File: config.mk
export PLATFORM = sky130hd
export DESIGN_NAME = gtopa_cell
export DESIGN_NICKNAME = d
export VERILOG_FILES = /design/src/rtl/core/gemm_tile_outer_product_accumulate_macros.svh /design/src/rtl/core/gtopa_pkg.sv /design/src/rtl/core/gtopa_cell.sv
export SDC_FILE = /design/constraint.sdc
export NUM_CORES = 1
export LEC_CHECK = 0
export BUFFER_PORTS_ARGS = -buffer_cell sky130_fd_sc_hd__clkbuf_2
export CAP_MARGIN = 30
export CORE_ASPECT_RATIO = 0.9
export CORE_MARGIN = 8
export CORE_UTILIZATION = 34
export DETAILED_ROUTE_END_ITERATION = 6
export GPL_TIMING_DRIVEN = 0
export PLACE_DENSITY_LB_ADDON = 0.15
export SYNTH_ARGS = -nofsm -noshare
export SYNTH_HDL_FRONTEND = slang
export SYNTH_SLANG_ARGS = --single-unit
File: constraint.sdc
create_clock -name clk -period 18.7 [get_ports clk]
set_clock_uncertainty 0.05 [all_clocks]
set_input_delay 0.935 -clock clk [delete_from_list [all_inputs] [get_ports clk]]
set_output_delay 0.935 -clock clk [all_outputs]
set_load 0.01 [all_outputs]
File: src/rtl/core/gemm_tile_outer_product_accumulate_macros.svh
// Assertion macros for the tile outer-product accumulator.
// Define ASSERT_OFF to drop all checks.
`ifndef GEMM_TILE_OUTER_PRODUCT_ACCUMULATE_MACROS_SVH
`define GEMM_TILE_OUTER_PRODUCT_ACCUMULATE_MACROS_SVH

`ifndef ASSERT_OFF
`define GTOPA_ASSERT_SAME(lbl, clk, rst, ante, cons, msg) \
  lbl: assert property (@(posedge clk) disable iff (rst) (ante) |-> (cons)) else $error(msg);
`define GTOPA_ASSERT_NEXT(lbl, clk, rst, ante, cons, msg) \
  lbl: assert property (@(posedge clk) disable iff (rst) (ante) |=> (cons)) else $error(msg);
`else
`define GTOPA_ASSERT_SAME(lbl, clk, rst, ante, cons, msg)
`define GTOPA_ASSERT_NEXT(lbl, clk, rst, ante, cons, msg)
`endif

`endif

File: src/rtl/core/gtopa_pkg.sv
package gtopa_pkg;

  localparam int LANE_W = 16;
  localparam int PROD_W = 32;
  localparam int ACC_W  = 48;
  // counts up to the largest tile side (16) and the 4-bit column register
  localparam int CNT_W  = 5;

  localparam int DEF_TILE_ROWS = 6;
  localparam int DEF_TILE_COLS = 8;

  localparam int ROWS_W = 3;
  localparam int COLS_W = 4;
  localparam int CFG_DATA_W = 4;

  localparam logic [ROWS_W-1:0] ROWS_RESET = 3'd6;
  localparam logic [COLS_W-1:0] COLS_RESET = 4'd8;

  // configuration register indexes
  localparam logic REG_ACTIVE_ROWS = 1'b0;
  localparam logic REG_ACTIVE_COLS = 1'b1;

  localparam logic signed [ACC_W-1:0] ACC_MAX = {1'b0, {(ACC_W-1){1'b1}}};
  localparam logic signed [ACC_W-1:0] ACC_MIN = {1'b1, {(ACC_W-1){1'b0}}};

  typedef struct packed {
    logic mul_en;    // register this step's product
    logic acc_en;    // add the registered product
    logic shift_en;  // take the neighbour's accumulator
  } cell_ctl_t;

endpackage

File: src/rtl/core/gtopa_cell.sv
module gtopa_cell (
  input  logic                                clk,
  input  logic                                rst,
  input  gtopa_pkg::cell_ctl_t                ctl,
  input  logic signed [gtopa_pkg::LANE_W-1:0] a,
  input  logic signed [gtopa_pkg::LANE_W-1:0] b,
  input  logic signed [gtopa_pkg::ACC_W-1:0]  shift_in,
  output logic signed [gtopa_pkg::ACC_W-1:0]  acc
);
  import gtopa_pkg::*;

  logic signed [PROD_W-1:0] prod;
  logic signed [ACC_W:0]    sum;
  logic signed [ACC_W-1:0]  acc_next;

  // product stage, payload only
  always_ff @(posedge clk) begin
    if (ctl.mul_en) begin
      prod <= PROD_W'(a) * PROD_W'(b);
    end
  end

  assign sum = (ACC_W+1)'(acc) + (ACC_W+1)'(prod);

  always_comb begin
    acc_next = acc;
    if (ctl.shift_en) begin
      acc_next = shift_in;
    end else if (ctl.acc_en) begin
      if (sum[ACC_W] != sum[ACC_W-1]) begin
        acc_next = sum[ACC_W] ? ACC_MIN : ACC_MAX;
      end else begin
        acc_next = sum[ACC_W-1:0];
      end
    end
  end

  always_ff @(posedge clk) begin
    if (rst) begin
      acc <= '0;
    end else begin
      acc <= acc_next;
    end
  end

endmodule

==> out/qor.yml, run 1 <==
synthesis:
  synth_area_um2: 15700
  yosys.area.top_type_share_pct: 33.4
  seq_area_frac_synth_pct: 12.2
  synth.largest_area_cell: "fa_1"
  synthFlopType: "dfxtp_1"
  synthDistinctLibCells: 73
  synth_edf_count: 32
  yosysWarnings: 0
  synth_area_per_cell_um2: 8.69
  synthCells: 1811
  synth_fp_nets: 2289
  synth-async-reset-ratio_pct: 0
  synth.area.top_cells: "fa_1, ha_1, inv_1, dfxtp_1, edfxtp_1"
  synth.ff_latch_count: 80
worst_setup_path:
  end_kind: "flip-flop"
  r2r-end: "acc[44]$_SDFFE_PP0P_"
  critPathKind: "in -> reg"
  r2r-start: "prod[31]$_DFFE_PP_"
  cp_data_arrival_time_ns: 7.66
  startpoint_type: "input port"
  cp-endpoint: "prod[30]$_DFFE_PP_"
  startpoint: "a[6]"
  r2r_cells: 12
  ff2ff_setup_slack_ns: 14.82
  cp_max_fo: 10
  critPathRequiredTime_ns: 18.74
drt:
  drt-vias-per-instance: 4.97
  totalWireLength_mm: 48.8
  vias: 12751
  wl_per_cell_um: 19.0
  dr.pass1.iters: 5
  drtAntennaViolNets: 0
  drt-initial-drc-count: 615
  drc: 0
grt:
  grt_antenna_before_repair: 1
  grt_pass1_wl_mm: 76.8
  gr-total-overflow: 0
  grt_max_degree: 33
  grt_util_all_layers_pct: 18.1
  grt_pass1_vias: 13330
floorplanning:
  die_h_um: 220
  start_util_pct: 34.6
  fp.dieW_um: 243
  ios: 133
  die_area_um2: 53500
  num_rows: 74
  coreArea_um2: 45600
timing:
  finalSetupTns_ns: 0
  relSlewSlack_pct: 37.8
  rsz0062_at_grt: "no"
  fmax_mhz: 131
  period_minus_slack_ns: 7.62
  drv_slew: 0
  worstMarginPinSlew_ns: 0.933
  finalHoldViolCount: 0
  setup_violations: 0
  period_share_pct: 40.7
clock_tree:
  clk_pin_slew_ns: 0.06
  ctsHtreeMaxLevel: 3
  cts_root_buf: "clkbuf_16"
  cts_setup_buffers: 0
  cts.sinks: 80
  clock_latency_ns: 0.36
  cts_buffers: 9
  max-clock-path-buffers: 2
  tritoncts: "done"
  holdBufCountCts: 0
  cts_resized: 0
finish:
  post-route-util_pct: 38.3
  multiInputGateArea_um2: 12300
  area_delta_synth_final_pct: 10.9
  diodes: 0
  regArea_um2: 1920
  nets: 2431
  fillers: 4742
  final_cell_area_um2: 17500
  drive_gt1_share_pct: 9.24
status:
  status: "completed"
run:
  maxCapViolCount: 0
min_path:
  hold_path.class: "reg -> reg"
placed_design:
  dp_hpwl_mm: 42.0
  place.gp.congestion: 0.929
  numPortBuffers: 131
  place_area_um2: 17200
[area by class of cell]
| cell class | count | share of cell area, % |
|---|---|---|
| Tap cell | 608 | 4.36 |
| Timing Repair Buffer | 131 | 3.75 |
| Clock inverter | 1 | 0.0287 |
| Sequential cell | 80 | 11.0 |
| Clock buffer | 15 | 1.73 |
| Buffer | 76 | 1.73 |
| Multi-Input combinational cell | 1343 | 70.7 |
| Inverter | 312 | 6.70 |
[per-stage QoR]
| step | cells | setup slack (ns) | hold slack (ns) |
|---|---|---|---|
| detailed placement | 2550 | 10.64 | 0.558 |
| CTS | 2566 | 11.03 | 0.567 |
| floorplan | 1811 | 11.86 | 0.538 |
| global placement | 2550 | 10.70 | 0.535 |
| finish | 2566 | 11.08 | 0.571 |
| global route | 2566 | 10.77 | 0.586 |
[Yosys cell counts (all sizes together) (11+ instances only)]
cell type	instances
a211oi	52
nand2b	16
edfxtp	32
o21bai	14
nand2	183
inv	312
buf	17
ha	130
or3	13
and3	11
xor2	19
fa	263
clkbuf	59
a21oi	111
nor3	14
nand3	16
dfxtp	48
and2	128
xnor2	51
a21o	39
nor2	143
o21ai	35
[state kept, by name, summed over array words and instances, names as in the netlist]
name  flops
acc      48
prod     32
[how the worst min path moves through the flow]
stage / start / end / slack (ns) / depth (start not counted)
after floorplan: acc[31]$_SDFFE_PP0P_ / acc[31]$_SDFFE_PP0P_ / 0.54 / 2
after global placement: acc[32]$_SDFFE_PP0P_ / acc[32]$_SDFFE_PP0P_ / 0.54 / 2
after detailed placement: acc[32]$_SDFFE_PP0P_ / acc[32]$_SDFFE_PP0P_ / 0.56 / 2
after CTS: acc[32]$_SDFFE_PP0P_ / acc[32]$_SDFFE_PP0P_ / 0.57 / 2
after global routing: acc[32]$_SDFFE_PP0P_ / acc[32]$_SDFFE_PP0P_ / 0.59 / 2
final: acc[32]$_SDFFE_PP0P_ / acc[32]$_SDFFE_PP0P_ / 0.57 / 2
[critical path: stages]
cell and delay (ns):
clkbuf_2 0.26, clkbuf_1 0.55, and2_1 0.25, fa_1 0.43
inv_1 0.08, fa_1 0.43, fa_1 0.50, fa_1 0.56
inv_1 0.05, fa_1 0.51, fa_1 0.47, ha_1 0.28
or4_1 0.50, o41ai_1 0.48, o41ai_1 0.26, a221oi_2 0.43
o21bai_1 0.20, o22ai_1 0.21, o21ai_0 0.13, xor2_1 0.16
[logic make-up (layout without fill, tap and decap cells)]
logic type,Yosys count,in the layout,share of synthesized area [%]
AND/OR/NAND/NOR,557,557,17.0
flip-flops,80,80,12.2
AO/OA/AOI/OAI,322,322,13.7
buffers and inverters,388,535,9.36
XOR/XNOR,70,70,3.89
adder cells (fa/ha/maj),393,393,43.8
multiplexers,1,1,0.0636
[layout by cell type, fill, tap and decap left out, types with 16 or more instances in the layout]
cell type	count
a211oi_1	48
a21o_1	38
a21oi_1	108
and2_1	127
clkbuf_1	61
clkbuf_2	132
dfxtp_1	48
edfxtp_1	32
fa_1	263
ha_1	130
inv_1	312
nand2_1	182
nand2b_1	16
nand3_1	16
nor2_1	143
o21ai_0	33
xnor2_1	51
xor2_1	19
[routing by layer]
| metal | wire length (µm) | vias to the layer above | track usage (%) |
|---|---|---|---|
| met3 | 3040 | 33 | 3.47 |
| met4 | 625 | 2 | 3.43 |
| met5 | 13 | - | 0 |
| li1 | - | 6104 | - |
| met1 | 24300 | 6250 | 26.4 |
| met2 | 20700 | 362 | 28.1 |
Power of run 1 is not shown: default switching activity piles up to over one toggle a cycle in this logic, so the estimate is an artifact.
==> run 2, diff against run 1 <==
==> constraint.sdc (replaced) <==
create_clock -name clk -period 6.5 [get_ports clk]
set_clock_uncertainty 0.05 [all_clocks]
set_input_delay 0.325 -clock clk [delete_from_list [all_inputs] [get_ports clk]]
set_output_delay 0.325 -clock clk [all_outputs]
set_load 0.01 [all_outputs]
==> out/qor.yml, run 2 (same netlist as run 1, synthesis figures left out) <==
finish:
  largest_register_ffs: 48  # unchanged
  diodes: 0  # unchanged
  top_regs: "acc x48, prod x32"  # unchanged
  layout_common_cells: "inv_1, fa_1, nand2_1"  # unchanged
  final_common_cell: "inv_1"  # unchanged
  area_delta_synth_final_pct: 12.0  # was 10.9%
  top_register: "acc"  # unchanged
  final_cell_area_um2: 17600  # was 17500 µm²
  drive_gt1_share_pct: 10.8  # was 9.24%
  nets: 2430  # was 2431
run:
  maxCapViolCount: 0  # unchanged
worst_setup_path:
  slowest_delay_ns: 0.53  # was 0.56 ns
  cp-endpoint: "prod[31]$_DFFE_PP_"  # was prod[30]$_DFFE_PP_
  ff2ff_setup_slack_ns: 2.61  # was 14.82 ns
  cp_max_fo: 10  # unchanged
  critPathKind: "in -> reg"  # unchanged
  r2r-start: "prod[31]$_DFFE_PP_"  # unchanged
  startpoint_type: "input port"  # unchanged
  r2r-end: "acc[44]$_SDFFE_PP0P_"  # unchanged
  end_kind: "flip-flop"  # unchanged
  crit_path_top_delay_cell: "fa_1"  # unchanged
  startpoint: "a[8]"  # was a[6]
  r2r_cells: 12  # unchanged
  critPathRequiredTime_ns: 6.54  # was 18.74 ns
  path_cells: "clkbuf_4 -> buf_6 -> and2_1 -> fa_1 -> inv_1 -> fa_1 -> fa_1 -> inv_1 -> fa_1 -> fa_1 -> inv_1 -> fa_1 -> inv_1 -> ha_2 -> a21o_1 -> a21o_1 -> a21o_1 -> a31o_2 -> a31o_2 -> a211oi_2 -> nor3_1 -> a211o_1 -> a21oi_2 -> xnor2_1"  # was clkbuf_2 -> clkbuf_1 -> and2_1 -> fa_1 -> inv_1 -> fa_1 -> fa_1 -> fa_1 -> inv_1 -> fa_1 -> fa_1 -> ha_1 -> or4_1 -> o41ai_1 -> o41ai_1 -> a221oi_2 -> o21bai_1 -> o22ai_1 -> o21ai_0 -> xor2_1
  cp_common_cell: "fa_1"  # unchanged
  cp_data_arrival_time_ns: 6.32  # was 7.66 ns
timing:
  finalHoldViolCount: 0  # unchanged
  period_share_pct: 96.7
  setup_violations: 0  # unchanged
  drv_slew: 0  # unchanged
  holdWs_ns: 0.164  # was 0.571 ns
  rsz0062_at_grt: "yes"  # was no
  worstMarginPinSlew_ns: 0.925  # was 0.933 ns
  relSlewSlack_pct: 38.4  # was 37.8%
  period_minus_slack_ns: 6.29
  fmax_mhz: 159
clock_tree:
  tritoncts: "done"  # unchanged
  clock_latency_ns: 0.36  # about the same
  holdBufCountCts: 0  # unchanged
  clk_pin_slew_ns: 0.06  # about the same
  cts_buffers: 9  # unchanged
  cts_root_buf: "clkbuf_16"  # unchanged
  max-clock-path-buffers: 2  # unchanged
  ctsHtreeMaxLevel: 3  # unchanged
  cts.sinks: 80  # unchanged
grt:
  grt_antenna_before_repair: 1  # unchanged
  met1_usage_pct: 26.4  # about the same
  grt_pass1_vias: 13331  # was 13330
  gr-total-overflow: 0  # unchanged
  met3_usage_pct: 3.35  # was 3.47%
  grt_max_degree: 33  # unchanged
  grt_util_met2_pct: 27.9  # was 28.1%
  grt_util_all_layers_pct: 18.1  # about the same
  grt_pass1_wl_mm: 76.7  # was 76.8 mm
  gr-max-usage-layer: "met2"  # unchanged
placed_design:
  place_area_um2: 17200  # unchanged
  place.gp.congestion: 0.929  # unchanged
  numPortBuffers: 131  # unchanged
  dp_hpwl_mm: 42.0  # unchanged
drt:
  vias: 12739  # was 12751
  drtAntennaViolNets: 0  # unchanged
  drc: 0  # unchanged
  wl_per_cell_um: 18.8  # was 19.0 µm
  dr.pass1.iters: 5  # unchanged
  drt-vias-per-instance: 4.97  # about the same
  totalWireLength_mm: 48.3  # was 48.8 mm
  drt-initial-drc-count: 620  # was 615
floorplanning:
  die_h_um: 220  # unchanged
  start_util_pct: 34.6  # unchanged
  ios: 133  # unchanged
  num_rows: 74  # unchanged
  fp.dieW_um: 243  # unchanged
  coreArea_um2: 45600  # unchanged
  die_area_um2: 53500  # unchanged
min_path:
  hold_path.class: "in -> reg"  # was reg -> reg
status:
  status: "completed"  # unchanged
run 2: how the worst min path moves through the flow:
stage | start | end | cells past startpoint
after floorplan | ctl[2] | prod[0]$_DFFE_PP_ | 0
after global placement | acc[32]$_SDFFE_PP0P_ | acc[32]$_SDFFE_PP0P_ | 2
after detailed placement | shift_in[0] | acc[0]$_SDFFE_PP0P_ | 3
after CTS | shift_in[0] | acc[0]$_SDFFE_PP0P_ | 3
after global routing | shift_in[0] | acc[0]$_SDFFE_PP0P_ | 3
final | shift_in[0] | acc[0]$_SDFFE_PP0P_ | 3
run 2: worst max-delay path: cells and delay by family:
kind | cells | cell delay [ns]
adders and majority gates | 7 | 3.23
AOI/OAI and AO/OA | 8 | 1.74
buffers and inverters | 6 | 0.65
and+or+nand+nor | 2 | 0.27
xor gates and xnor gates | 1 | 0.09
run 2: area by class of cell:
class / count / area (µm²)
fillers: 4726 / 27900
multi-input cells: 1343 / 12400
flip-flops and latches: 80 / 1920
inverters: 312 / 1170
well taps: 608 / 761
repair buffers: 137 / 721
plain buffers: 69 / 355
clock buffers: 15 / 302
clock inverters: 1 / 5.00
run 2: layer usage:
metal  up-vias  share of wire, %
met5         -             0.027
met4         2               1.3
met3        35               6.3
met2       361                42
met1      6238                50
li1       6103                 -
run 2: timing repair:
item | in CTS | in global routing
resized for setup | 23 | 59
setup buffers | 1 | 5
endpoints found under the setup margin | 8 | 7
pin swaps | 2 | 7
run 2: per-stage QoR:
| step | setup WS, ns | std cells | utilization [%] | setup TNS [ns] |
|---|---|---|---|---|
| 6_report | 0.215 | 2565 | 38.7 | 0 |
| 5_1_grt | -0.00215 | 2565 | 38.7 | -0.00317 |
| 4_1_cts | 0.00317 | 2564 | 38.5 | 0 |
| 3_5_place_dp | -0.946 | 2550 | 37.7 | -7.26 |
| 3_3_place_gp | -0.888 | 2550 | 37.7 | -6.81 |
| 2_1_floorplan | 0.271 | 1811 | - | 0 |
Power of run 2 is left out for the same reason.
